### src/rtl/lcs_pkg.sv
`default_nettype none
// ----------------------------------------------------------------------------
// lcs_pkg
// Shared types, constants and the init table of the character-LCD command
// sequencer.
// ----------------------------------------------------------------------------
package lcs_pkg;

    // Request kinds carried on the input tuser
    typedef enum logic [2:0] {
        REQ_INIT  = 3'd0,
        REQ_CLEAR = 3'd1,
        REQ_HOME  = 3'd2,
        REQ_MOVE  = 3'd3,
        REQ_CHAR  = 3'd4,
        REQ_RAW   = 3'd5
    } req_type_t;

    localparam int REQ_W       = 3;
    localparam int CURSOR_W    = 6;
    localparam int COUNT_W     = 6;
    localparam int IDX_W       = 4;   // addresses the init table
    localparam int QUEUE_DEPTH = 2;
    localparam int QPTR_W      = 1;
    localparam int QCNT_W      = 2;

    localparam logic [CURSOR_W-1:0] MAX_CURSOR = 6'd63;
    localparam logic [COUNT_W-1:0]  INIT_LEN   = 6'd9;

    // LCD instructions
    localparam logic [7:0] INS_CLEAR       = 8'h01;
    localparam logic [7:0] INS_HOME        = 8'h03;
    localparam logic [7:0] INS_SHIFT_RIGHT = 8'h14;
    localparam logic [7:0] INS_SHIFT_LEFT  = 8'h10;

    // Expander frame bits below the nibble
    localparam logic [7:0] FRM_BACKLIGHT = 8'h08;
    localparam logic [7:0] FRM_ENABLE    = 8'h04;
    localparam logic [7:0] FRM_RS        = 8'h01;

    // Second display line starts at this DDRAM offset
    localparam logic [CURSOR_W-1:0] LINE2_OFFSET = 6'd40;

    // One queued command: either the init table or a byte repeated count times
    typedef struct packed {
        logic               init_seq;
        logic [7:0]         lcd_byte;
        logic               is_data;
        logic [COUNT_W-1:0] count;
    } cmd_t;

    function automatic logic [7:0] init_byte(input logic [IDX_W-1:0] idx);
        logic [7:0] b;
        case (idx)
            4'd0:    b = 8'h30;
            4'd1:    b = 8'h30;
            4'd2:    b = 8'h30;
            4'd3:    b = 8'h20;
            4'd4:    b = 8'h28;
            4'd5:    b = 8'h08;
            4'd6:    b = 8'h01;
            4'd7:    b = 8'h06;
            4'd8:    b = 8'h0C;
            default: b = 8'h00;
        endcase
        return b;
    endfunction

endpackage
`default_nettype wire

### src/rtl/lcs_front.sv
`default_nettype none
// ----------------------------------------------------------------------------
// lcs_front
// Accepts requests, tracks the cursor address and turns each request that sends
// something into one queued command.
// ----------------------------------------------------------------------------
module lcs_front (
    input  wire logic                 clk,
    input  wire logic                 rst_n,
    input  wire logic                 s_axis_tvalid,
    output logic                      s_axis_tready,
    input  wire logic [15:0]          s_axis_tdata,
    input  wire logic [2:0]           s_axis_tuser,
    input  wire logic                 q_full,
    output logic                      q_push,
    output lcs_pkg::cmd_t             q_cmd
);

    logic [lcs_pkg::CURSOR_W-1:0] cursor_reg;
    logic [lcs_pkg::CURSOR_W-1:0] cursor_next;
    logic                         accept;
    logic                         emit;
    lcs_pkg::req_type_t           req;
    logic [7:0]                   char_code;
    logic [4:0]                   column;
    logic [1:0]                   line;
    logic                         move_ok;
    logic [lcs_pkg::CURSOR_W-1:0] target;
    logic                         go_right;
    logic [lcs_pkg::COUNT_W-1:0]  shift_cnt;

    assign char_code = s_axis_tdata[7:0];
    assign column    = s_axis_tdata[12:8];
    assign line      = s_axis_tdata[14:13];
    assign req       = lcs_pkg::req_type_t'(s_axis_tuser);

    assign s_axis_tready = !q_full;
    assign accept        = s_axis_tvalid && s_axis_tready;

    assign move_ok  = (column <= 5'd15) && (line == 2'd1 || line == 2'd2);
    assign target   = {2'b00, column[3:0]}
                    + ((line == 2'd2) ? lcs_pkg::LINE2_OFFSET : '0);
    assign go_right = (target >= cursor_reg);
    assign shift_cnt = go_right ? (target - cursor_reg) : (cursor_reg - target);

    always_comb
    begin
        cursor_next    = cursor_reg;
        emit           = 1'b0;
        q_cmd.init_seq = 1'b0;
        q_cmd.lcd_byte = char_code;
        q_cmd.is_data  = 1'b0;
        q_cmd.count    = 6'd1;
        case (req)
            lcs_pkg::REQ_INIT:
            begin
                emit           = 1'b1;
                q_cmd.init_seq = 1'b1;
                q_cmd.count    = lcs_pkg::INIT_LEN;
                cursor_next    = '0;
            end
            lcs_pkg::REQ_CLEAR:
            begin
                emit           = 1'b1;
                q_cmd.lcd_byte = lcs_pkg::INS_CLEAR;
                cursor_next    = '0;
            end
            lcs_pkg::REQ_HOME:
            begin
                emit           = 1'b1;
                q_cmd.lcd_byte = lcs_pkg::INS_HOME;
                cursor_next    = '0;
            end
            lcs_pkg::REQ_MOVE:
            begin
                if (move_ok)
                begin
                    // a move to the current position sends nothing
                    emit           = (shift_cnt != '0);
                    q_cmd.lcd_byte = go_right ? lcs_pkg::INS_SHIFT_RIGHT
                                              : lcs_pkg::INS_SHIFT_LEFT;
                    q_cmd.count    = shift_cnt;
                    cursor_next    = target;
                end
            end
            lcs_pkg::REQ_CHAR:
            begin
                emit          = 1'b1;
                q_cmd.is_data = 1'b1;
                if (cursor_reg < lcs_pkg::MAX_CURSOR)
                begin
                    cursor_next = cursor_reg + 6'd1;
                end
            end
            lcs_pkg::REQ_RAW:
            begin
                emit = 1'b1;
            end
            default:
            begin
                emit = 1'b0;
            end
        endcase
    end

    assign q_push = accept && emit;

    always_ff @(posedge clk or negedge rst_n)
    begin
        if (!rst_n)
        begin
            cursor_reg <= '0;
        end
        else if (accept)
        begin
            cursor_reg <= cursor_next;
        end
    end

endmodule
`default_nettype wire

### src/rtl/lcs_queue.sv
`default_nettype none
// ----------------------------------------------------------------------------
// lcs_queue
// Two-entry command queue between the front and the back.
// ----------------------------------------------------------------------------
module lcs_queue (
    input  wire logic          clk,
    input  wire logic          rst_n,
    input  wire logic          push,
    input  wire lcs_pkg::cmd_t push_cmd,
    output logic               full,
    input  wire logic          pop,
    output logic               head_valid,
    output lcs_pkg::cmd_t      head_cmd
);

    lcs_pkg::cmd_t                entry_reg [lcs_pkg::QUEUE_DEPTH];
    logic [lcs_pkg::QPTR_W-1:0]   wr_ptr_reg;
    logic [lcs_pkg::QPTR_W-1:0]   rd_ptr_reg;
    logic [lcs_pkg::QCNT_W-1:0]   cnt_reg;
    logic [lcs_pkg::QCNT_W-1:0]   cnt_next;
    logic                         do_push;
    logic                         do_pop;

    assign full       = (cnt_reg == lcs_pkg::QCNT_W'(lcs_pkg::QUEUE_DEPTH));
    assign head_valid = (cnt_reg != '0);
    assign head_cmd   = entry_reg[rd_ptr_reg];
    assign do_push    = push && !full;
    assign do_pop     = pop && head_valid;

    always_comb
    begin
        cnt_next = cnt_reg;
        if (do_push && !do_pop)
        begin
            cnt_next = cnt_reg + 2'd1;
        end
        else if (do_pop && !do_push)
        begin
            cnt_next = cnt_reg - 2'd1;
        end
    end

    always_ff @(posedge clk or negedge rst_n)
    begin
        if (!rst_n)
        begin
            wr_ptr_reg <= '0;
            rd_ptr_reg <= '0;
            cnt_reg    <= '0;
        end
        else
        begin
            cnt_reg <= cnt_next;
            if (do_push)
            begin
                wr_ptr_reg <= wr_ptr_reg + 1'b1;
            end
            if (do_pop)
            begin
                rd_ptr_reg <= rd_ptr_reg + 1'b1;
            end
        end
    end

    always_ff @(posedge clk)
    begin
        if (do_push)
        begin
            entry_reg[wr_ptr_reg] <= push_cmd;
        end
    end

endmodule
`default_nettype wire

### src/rtl/lcs_back.sv
`default_nettype none
// ----------------------------------------------------------------------------
// lcs_back
// Expands the head command into LCD bytes and expander frames, one byte per
// cycle into the output register while the output is not stalled.
// ----------------------------------------------------------------------------
module lcs_back (
    input  wire logic          clk,
    input  wire logic          rst_n,
    input  wire logic          head_valid,
    input  wire lcs_pkg::cmd_t head_cmd,
    output logic               pop,
    output logic               m_axis_tvalid,
    input  wire logic          m_axis_tready,
    output logic [39:0]        m_axis_tdata,
    output logic               m_axis_tuser,
    output logic               m_axis_tlast
);

    logic [lcs_pkg::COUNT_W-1:0] idx_reg;
    logic [lcs_pkg::COUNT_W-1:0] idx_next;
    logic                        valid_reg;
    logic                        valid_next;
    logic [39:0]                 data_reg;
    logic [39:0]                 data_next;
    logic                        is_data_reg;
    logic                        last_reg;
    logic                        last_next;
    logic                        advance;
    logic [7:0]                  cur_byte;
    logic [7:0]                  hi;
    logic [7:0]                  lo;
    logic [7:0]                  base;

    assign advance   = !valid_reg || m_axis_tready;
    assign cur_byte  = head_cmd.init_seq ? lcs_pkg::init_byte(idx_reg[lcs_pkg::IDX_W-1:0])
                                         : head_cmd.lcd_byte;
    assign last_next = (idx_reg == head_cmd.count - 6'd1);
    assign hi        = cur_byte & 8'hF0;
    assign lo        = {cur_byte[3:0], 4'h0};
    assign base      = lcs_pkg::FRM_BACKLIGHT | (head_cmd.is_data ? lcs_pkg::FRM_RS : 8'h00);

    assign data_next = {lo | base,
                        lo | base | lcs_pkg::FRM_ENABLE,
                        hi | base,
                        hi | base | lcs_pkg::FRM_ENABLE,
                        cur_byte};

    always_comb
    begin
        pop        = 1'b0;
        idx_next   = idx_reg;
        valid_next = valid_reg;
        if (advance)
        begin
            valid_next = head_valid;
            if (head_valid)
            begin
                if (last_next)
                begin
                    pop      = 1'b1;
                    idx_next = '0;
                end
                else
                begin
                    idx_next = idx_reg + 6'd1;
                end
            end
        end
    end

    always_ff @(posedge clk or negedge rst_n)
    begin
        if (!rst_n)
        begin
            idx_reg   <= '0;
            valid_reg <= 1'b0;
        end
        else
        begin
            idx_reg   <= idx_next;
            valid_reg <= valid_next;
        end
    end

    always_ff @(posedge clk)
    begin
        if (advance && head_valid)
        begin
            data_reg    <= data_next;
            is_data_reg <= head_cmd.is_data;
            last_reg    <= last_next;
        end
    end

    assign m_axis_tvalid = valid_reg;
    assign m_axis_tdata  = data_reg;
    assign m_axis_tuser  = is_data_reg;
    assign m_axis_tlast  = last_reg;

endmodule
`default_nettype wire

### src/rtl/char_lcd_command_sequencer_top.sv
`default_nettype none
// ----------------------------------------------------------------------------
// char_lcd_command_sequencer_top
// Turns LCD requests into LCD bytes and 4-bit expander frames.
// ----------------------------------------------------------------------------
// Result path: an accepted request is pushed into the queue, and its first result
//   is registered in the output register, when the queue and that register are empty.
// Throughput: one LCD byte per cycle out of the back end while m_axis_tready is
//   high; a request of n bytes holds the back end for all n bytes (up to 63 for a
//   cursor move, 9 for init). The two-entry command queue lets the front take requests meanwhile.
// Reset: clears the cursor to 0, empties the queue, drops output valid.
// ----------------------------------------------------------------------------
module char_lcd_command_sequencer_top (
    input  wire logic        clk,
    input  wire logic        rst_n,
    // request channel
    input  wire logic        s_axis_tvalid,
    output logic             s_axis_tready,
    input  wire logic [15:0] s_axis_tdata,  // char_code[7:0], column[12:8], line[14:13], 0
    input  wire logic [2:0]  s_axis_tuser,  // req_type[2:0]
    // result channel
    output logic             m_axis_tvalid,
    input  wire logic        m_axis_tready,
    output logic [39:0]      m_axis_tdata,  // lcd_byte, frame_high_en, frame_high_idle,
                                            // frame_low_en, frame_low_idle
    output logic             m_axis_tuser,  // is_data
    output logic             m_axis_tlast   // last byte of the request
);

    logic          q_full;
    logic          q_push;
    lcs_pkg::cmd_t q_cmd;
    logic          q_pop;
    logic          head_valid;
    lcs_pkg::cmd_t head_cmd;

    // Classify the request, update the cursor, drop requests that send nothing
    lcs_front u_front (
        .clk           (clk),
        .rst_n         (rst_n),
        .s_axis_tvalid (s_axis_tvalid),
        .s_axis_tready (s_axis_tready),
        .s_axis_tdata  (s_axis_tdata),
        .s_axis_tuser  (s_axis_tuser),
        .q_full        (q_full),
        .q_push        (q_push),
        .q_cmd         (q_cmd)
    );

    // Hold commands between the two sides so each can stall on its own
    lcs_queue u_queue (
        .clk        (clk),
        .rst_n      (rst_n),
        .push       (q_push),
        .push_cmd   (q_cmd),
        .full       (q_full),
        .pop        (q_pop),
        .head_valid (head_valid),
        .head_cmd   (head_cmd)
    );

    // Advance through the head command one byte at a time
    lcs_back u_back (
        .clk           (clk),
        .rst_n         (rst_n),
        .head_valid    (head_valid),
        .head_cmd      (head_cmd),
        .pop           (q_pop),
        .m_axis_tvalid (m_axis_tvalid),
        .m_axis_tready (m_axis_tready),
        .m_axis_tdata  (m_axis_tdata),
        .m_axis_tuser  (m_axis_tuser),
        .m_axis_tlast  (m_axis_tlast)
    );

endmodule
`default_nettype wire
### config.mk
export PLATFORM = sky130hd
export DESIGN_NAME = char_lcd_command_sequencer_top
export DESIGN_NICKNAME = d
export VERILOG_FILES = /design/src/rtl/lcs_pkg.sv /design/src/rtl/lcs_front.sv /design/src/rtl/lcs_queue.sv /design/src/rtl/lcs_back.sv /design/src/rtl/char_lcd_command_sequencer_top.sv
export SDC_FILE = /design/constraint.sdc
export NUM_CORES = 1
export LEC_CHECK = 0
export BUFFER_PORTS_ARGS = -buffer_cell sky130_fd_sc_hd__buf_2
export CORE_MARGIN = 3
export CORE_UTILIZATION = 57
export CTS_CLUSTER_DIAMETER = 30
export DETAILED_ROUTE_END_ITERATION = 12
export PLACE_DENSITY = 0.81
export SLEW_MARGIN = 10
export SYNTH_ARGS = -nofsm -noshare
export SYNTH_HDL_FRONTEND = slang
export SYNTH_HIERARCHICAL = 1
export SYNTH_SLANG_ARGS = --single-unit
export TNS_END_PERCENT = 5
### constraint.sdc
create_clock -name clk -period 3.96 [get_ports clk]
set_clock_uncertainty 0.15 [all_clocks]
set_input_delay 0.594 -clock clk [delete_from_list [all_inputs] [get_ports clk]]
set_output_delay 0.594 -clock clk [all_outputs]
set_load 0.05 [all_outputs]
==> reports/results.txt <==
Worst setup SP type: input pin
First-pass GRT wire length: 11,400 um
Via/cell ratio: 5.57
CTS H-tree lvls: 3
Post_cts resized: 0
# IOs: 67
CTS Buf Count: 9
Fillers: 491
DRT Pass-1 Iters: 4
Largest net degree at the start of global routing: 18
Area leader, netlist: edfxtp_1
PortBufs: 53
Max-slew violations: 0
Peak per-stage delay on the critical path: 330 ps
Sw Ratio: 46.9%
Number of synthesized flops with an enable pin: 42
Via count: 2,613
Final Hold Fails: 0
Half-perimeter wire length after placement: 5320 um
DRT Wirelength: 7060 um
Post-route DRC: 0
Cts hold-fix bufs: 0
Yosys warning total: 6
Setup TNS: 0 ps
Max FFs per register: 32
Hold WC Path Type: input pin to async pin
Ys async rst share: 28.8%
CP arrival: 3590 ps
Sequential power share: 30.8%
Run status: complete, no violations
DR WL/cell: 15.1 um
CP required: 4070 ps
Routed Antenna Nets: 0
R2r setup slk: 650 ps
Crit path time final: 3480 ps
Leak pwr: 0.00183 uW
Synth-to-Final Area Change: 9.91%
Share of total power in combinational logic: 50.4%
Synth top area share: 32.7%
Initial Util: 59.6%
Final setup fails: 0
N_diodes: 0
Max Freq: 287 MHz
Vias in the first global route: 2,433
Worst r2r dst: u_queue/cnt_reg[1]
Synth Register Bits: 59
DIE AREA: 7780 um^2
Root Buffer: clkbuf_8
Clock slew at reported path FFs: 70 ps
Netlist cell types: 66
Final core area utilization: 65.5%
Clock network power share: 18.8%
Gr usage total: 19.2%
Syn Inst Count: 349
Clock sink total: 59
Synthesized cell area: 3850 um^2
Initial antenna violation count: 0
Max_slew headroom: 49.3%
Overflow after GRT: 0
Commonest cells in the synthesized netlist: 42 x edfxtp_1, 32 x buf_4, 26 x inv_1
Synth top area cells: edfxtp_1 33%, dfrtp_1 11%, buf_4 6.2%
Cell Int Power: 1740 uW
CP startpoint: s_axis_tdata[13]
Maximum VDD drop: 0.316 mV
Crit Path Max Fanout: 4
CTS max path bufs: 2
Max-capacitance violation count: 0
Drt initial violations: 117
Setup repair bufs after CTS: 0
Period utilisation layout: 87.9%
Synth Flop Type: edfxtp_1
Critical path type: input pin to flip-flop
Most instantiated library cell after synthesis: edfxtp_1
P_sw: 1540 uW
CTS tree: done
R2R Path Start: u_front/cursor_reg[0]
PwrDens: 775 nW/um^2
GP Congestion: 0.878
DIE HEIGHT: 88.2 um
Critical path's slowest cell: ha_1
Final net count: 431
Critical Path, Cell by Cell: buf_2 > inv_1 > ha_1 > xnor2_1 > inv_1 > ha_1 > a21oi_1 > nand3_1 > a31oi_4 > mux2i_1 > mux2i_1 > a31oi_1 > nand2_1 > inv_1 > ha_1 > nor2_1 > xor2_1
Register area share after synthesis: 43.8%
DIE WIDTH: 88.2 um
RSZ-0062 raised after global routing: false
Core area: 6460 um^2
Layout cells sized above 1: 30.4%
Rows: 29
Worst skew pair latency: 340 ps
Worst Setup End Kind: flip-flop
Least-Margin Pin Slew: 752 ps
Reg2Reg Depth: 15
Syn Area/Cell: 11.0 um^2
## metrics by stage
| stage | instances | setup slack (ps) | hold WS (ps) | total power, uW | cell area (um^2) |
|---|---|---|---|---|---|
| finish | 469 | 479 | 37.7 | 3280 | 4230 |
| global route | 469 | 225 | 54.3 | 3470 | 4230 |
| CTS | 469 | 480 | 44.2 | 3310 | 4230 |
| detailed placement | 453 | 132 | 334 | 2680 | 4010 |
| global placement | 453 | 229 | 325 | 2630 | 4010 |
| floorplan | 359 | 166 | 148 | 2490 | 3890 |
## power groups by stage
stage	registers [uW]	clock network, uW	logic, uW
finish	1010	616	1650
global route	1040	659	1770
CTS	1020	629	1660
detailed placement	1030	0	1650
global placement	1010	0	1620
floorplan	1170	0	1320
## worst max path at each step
stage,endpoint,slack (ps),cells past startpoint
floorplan,u_queue/entry_reg[0][0],170,14
global placement,u_queue/cnt_reg[1],230,17
detailed placement,u_queue/cnt_reg[1],130,17
CTS,u_queue/cnt_reg[1],480,17
global route,u_queue/cnt_reg[1],230,17
finish,u_queue/cnt_reg[1],480,17
## metal layers
layer  global-route usage [%]  vias up  routed length, um
met2                     34.7       80               3800
met5                        0        -                  0
li1                         -     1261                  -
met1                     22.0     1260               2790
met4                     7.14        0                117
met3                     4.42       12                350
## kinds of logic after synthesis
family	share of synthesized area, %
other cells	0.195
xor+xnor	4.74
simple gates	13.3
fa+ha+maj	7.21
mux	7.70
buf+inv	10.9
compound gates	12.1
flops	43.8
## cell type report
type,instances,area (um^2),share of cell area (%)
clock buffer,9,124,2.93
clock inverter,7,100,2.36
inverter,28,105,2.48
multi-input combinational,228,1780,42.1
sequential,59,1690,39.8
tap,77,96.3,2.28
timing repair buffer,61,338,7.98
## worst max-delay path, delay by kind of cell
kind                     cells  cell delay [ps]
AND/OR/NAND/NOR              3              420
adder cells (fa/ha/maj)      3              860
buffers and inverters        4              260
AO/OA/AOI/OAI                3              590
XOR/XNOR                     2              340
multiplexers                 2              520
## layout by cell type, fill, tap and decap left out, types with 4 or more instances in the layout
cell       n
a211oi_2   4
a21oi_1   11
a22o_1     5
and2_1     5
and3_1     4
buf_2     53
buf_4      7
clkbuf_8   9
conb_1    12
dfrtp_1   17
edfxtp_1  42
ha_1      19
inv_1     26
mux2_2     9
mux2_4     9
mux2i_1    6
nand2_1   21
nand3_1    7
nand3b_1   5
nor2_1    24
nor2b_1    4
nor3_1     6
o21ai_0    7
o21ai_1    4
xnor2_1   11
xor2_1     8
Power figures use the tool's default switching activity.
